<file path="src/hw/rtl/nfc_ram.sv">
// Generic single-write, single-read RAM with registered read data.
// No dependencies.
`default_nettype none
module nfc_ram #(
   parameter int WIDTH = 8,
   parameter int DEPTH = 128
) (
   input  wire logic                     clock,
   input  wire logic                     we,
   input  wire logic [$clog2(DEPTH)-1:0] waddr,
   input  wire logic [WIDTH-1:0]         wdata,
   input  wire logic [$clog2(DEPTH)-1:0] raddr,
   output logic      [WIDTH-1:0]         rdata
);
   logic [WIDTH-1:0] mem_ff [DEPTH];
   logic [WIDTH-1:0] rdata_ff;

   always_ff @(posedge clock) begin
      if (we) begin
         mem_ff[waddr] <= wdata;
      end
      rdata_ff <= mem_ff[raddr];
   end

   assign rdata = rdata_ff;
endmodule
`default_nettype wire

</file>
<file path="config.mk">
export PLATFORM = sky130hd
export DESIGN_NAME = nfc_ram
export DESIGN_NICKNAME = d
export VERILOG_FILES = /design/src/hw/rtl/nfc_ram.sv
export SDC_FILE = /design/constraint.sdc
export NUM_CORES = 1
export LEC_CHECK = 0
export ABC_AREA = 1
export BUFFER_PORTS_ARGS = -buffer_cell sky130_fd_sc_hd__buf_2
export CAP_MARGIN = 10
export CORE_MARGIN = 1
export CORE_UTILIZATION = 60
export CTS_CLUSTER_DIAMETER = 60
export CTS_CLUSTER_SIZE = 14
export DETAILED_ROUTE_END_ITERATION = 8
export HOLD_SLACK_MARGIN = 0.05
export PLACE_DENSITY = 0.8
export SLEW_MARGIN = 25
export SYNTH_ARGS = -nofsm -noshare
export SYNTH_HDL_FRONTEND = slang
export SYNTH_SLANG_ARGS = --single-unit
</file>
<file path="constraint.sdc">
create_clock -name clock -period 2.3 [get_ports clock]
set_input_delay 0.23 -clock clock [delete_from_list [all_inputs] [get_ports clock]]
set_output_delay 0.23 -clock clock [all_outputs]
set_load 0.005 [all_outputs]
</file>
Word-level counts from Yosys, hierarchy flattened
Memory sizes are Yosys's and may differ from the RTL's. A register that Yosys moved wholly into a read port is not among the register bits. Index checks and enable logic that the tools add are counted. Widths: inputs -> output; s select.

Bits of input ports: 24. Output and inout port bits: 8. Memory bits (writable): 1024. Logic and storage cells: 3. Flip-flop bits (word level): 0. Memories: 1.

Memory list: mem_ff (depth 128, bits a word 8, rd ports 1, clocked after memory_dff 1, write ports 1, RTL line 15) `logic [WIDTH-1:0] mem_ff [DEPTH];`.

Multiplexer cells: 2.

Operator list (number): $mux 1 (2).

Longest topological paths before layout
Word-level depth: 2. Depth in mapped cells: 14. Mapped depth without buffers: 11.

Worst setup path before layout
Ideal clock, no wire load.

Path kind: input to register. From: input port we. To: memory mem_ff[105][0] (enable). Required time: 1.930 ns. Stages on the path: 4. Library setup time: 0.370 ns. Arrival: 1.216 ns. Path buffers: 2. Slack: 0.714 ns. Path through: clkbuf_1 -> nand2_1 -> clkbuf_1 -> nor2_1.

Longest elaborated chain between the ends: 2.

RTL lines: start: declaration (RTL line 9) `input wire logic we,`; $mux 1 (RTL line 19) `if (we) begin`; $mux 1 (not written as such) (RTL line 20) `mem_ff[waddr] <= wdata;`; end: declaration (RTL line 15).

No other way between the ends.

==> impl_metrics.yaml <==
run_status:
  run_status: "complete, no violations"
synth:
  synth_top_cell_area_share_pct: 73.0
  synth_area_um2: 42100
  ys_types: 14
  synth_area_per_cell_um2: 11.8
  yosysTopAreaCell: "edfxtp_1"
  syn-num-nets: 3599
  yosys_warnings: 0
  synth-seq-area-share_pct: 73.4
  synth_top_cells_by_area: "edfxtp_1, nand3_1, nand2_1, buf_2, nor2_1"
  yosys_register_bits: 1032
  netlist_instances: 3575
clocking:
  holdBufCountCts: 2
  clockBufferDepth: 3
  clkLatencyLatePin_ns: 0.65
  cts_root_buffer: "clkbuf_16"
  cts_setup_buffers: 0
  clock_sinks: 1032
  h-tree-depth: 3
  cts_tree: "built"
  path_clk_slew_ns: 0.07
  numCtsBuffers: 85
  cts_resized: 0
sta:
  period_needed_ns: 1.84
  whs_ns: 0.0763
  tightest_slew_ns: 0.872
  maxSlewHeadroom_pct: 41.8
  rsz0062_at_grt: "false"
  setup_tns_ns: 0
  finalCritPeriodShare_pct: 79.8
  skew_ns: 0.0265
  max_freq_mhz: 545
  final-setup-viol-count: 0
  finalMaxSlewViolations: 0
  finalHoldViolCount: 0
pwr:
  power.leakage_nw: 17.1
  power_density_nw_per_um2: 781
  vdd_drop_max_v: 0.000660
floorplan:
  core_um2: 69100
  dieArea_um2: 71200
  initial_utilization_pct: 61.0
  die_y_um: 267
  die_x_um: 267
  num_rows: 96
  pin_count: 32
setup_path:
  worst_ep_arrival_time_ns: 2.36
  crit_required_ns: 2.83
  cp-end-kind: "register"
  crit_type: "register to register"
  start_kind: "register"
  critPathMaxFanout: 1
grt:
  grt_max_degree: 146
  grt_pass1_wl_um: 167000
  grt_use_total_pct: 31.5
  grt_remaining_overflow: 0
  antenna_found_initial: 3
  grt_pass1_vias: 28400
detailed_routing:
  vias: 29300
  ant_nets: 0
  first_pass_iters: 6
  post_drt_wl_per_cell_um: 23.5
  drc_errors: 0
  drt_iter0_markers: 4310
  vias_per_cell: 6.22
  wl_um: 111000
layout:
  nNetsFinal: 3754
  fillers: 4536
  layout-drive-gt1-share_pct: 10.5
  stdcell_area_um2: 47200
  regArea_um2: 30900
  syn_to_final_growth_pct: 12.1
  multi_input_area_um2: 9760
placed_design:
  gp_congestion: 0.909
  dpl_cell_area_um2: 44700
  io_buffers: 31
  hpwl_um: 68000
hold_path:
  worstHoldPathType: "input port to register"
run:
  cap_violations: 0
## cells in the final DEF, fill, tap and decap left out, types with 2 or more instances in the layout
master and n:
nand3_1 931, buf_12 48, clkinv_8 4, buf_4 227, nor3_1 8, buf_2 20
dfxtp_1 8, clkbuf_1 34, dlygate4sd3_1 2, inv_1 20, nor2_1 134, nand2_1 1215
clkbuf_16 89, inv_6 2, edfxtp_1 1024
## cells in the mapped netlist (all sizes together)
cell / instances
nand2: 1215
edfxtp: 1024
nand3: 931
buf: 197
nor2: 134
clkbuf: 34
inv: 24
dfxtp: 8
nor3: 8
## state kept, by name, summed over array words and instances (netlist names)
signal and flops:
mem_ff 1024, rdata 8
## worst max-delay path: stages, from the launching register on
cell and delay, ns:
edfxtp_1 0.53, nand2_1 0.35, nand3_1 0.17, nand3_1 0.10, nand3_1 0.11, nand2_1 0.10
nand2_1 0.05, nand3_1 0.11, nand2_1 0.08, nand2_1 0.05, nand2_1 0.05
## cell families after synthesis
logic type | share of synthesized area [%]
buffers and inverters | 3.40
DFF | 73.4
and+or+nand+nor | 23.2
## power by group
group	total, mW	leakage (nW)	switching, mW	internal [mW]
Sequential	20.8	9.27	0.0598	20.7
Clock	13.5	1.17	6.37	7.08
Combinational	2.59	6.64	1.87	0.724
## layer usage
| metal | wire, µm | vias to the layer above | track usage, % |
|---|---|---|---|
| li1 | - | 12800 | - |
| met1 | 39800 | 13900 | 42.3 |
| met2 | 52400 | 2162 | 50.3 |
| met3 | 13300 | 339 | 5.43 |
| met4 | 5100 | 4 | 15.2 |
| met5 | 21 | - | 0 |
## stage by stage
step,total power [mW],util [%],worst slack (ns),std cells
floorplan,22.5,-,0.714,3575
global placement,23.7,64.8,0.0815,4572
detailed placement,23.7,64.8,0.0354,4572
CTS,36.9,68.3,0.504,4703
global route,37.7,68.4,0.432,4704
finish,36.8,68.4,0.463,4704
## path summary, 6_finish.rpt
| path | startpoint | to | slack, ns | depth (start not counted) |
|---|---|---|---|---|
| worst max-delay path | mem_ff[25][4] | rdata[4] | 0.46 | 10 |
| worst min-delay path | wdata[2] | mem_ff[126][2] | 0.08 | 1 |
| worst max register to register | mem_ff[25][4] | rdata[4] | 0.46 | 10 |
| worst min register to register | mem_ff[36][0] | rdata[0] | 0.93 | 10 |
## area by class of cell
class	count	area share, %
sequential	1032	65.5
multi-input combinational	2288	20.7
timing repair buffer	299	5.96
clock buffer	123	4.99
tap	931	2.47
inverter	24	0.246
clock inverter	6	0.175
antenna	1	0.00530
No activity file was read; power rests on OpenSTA's default activity.
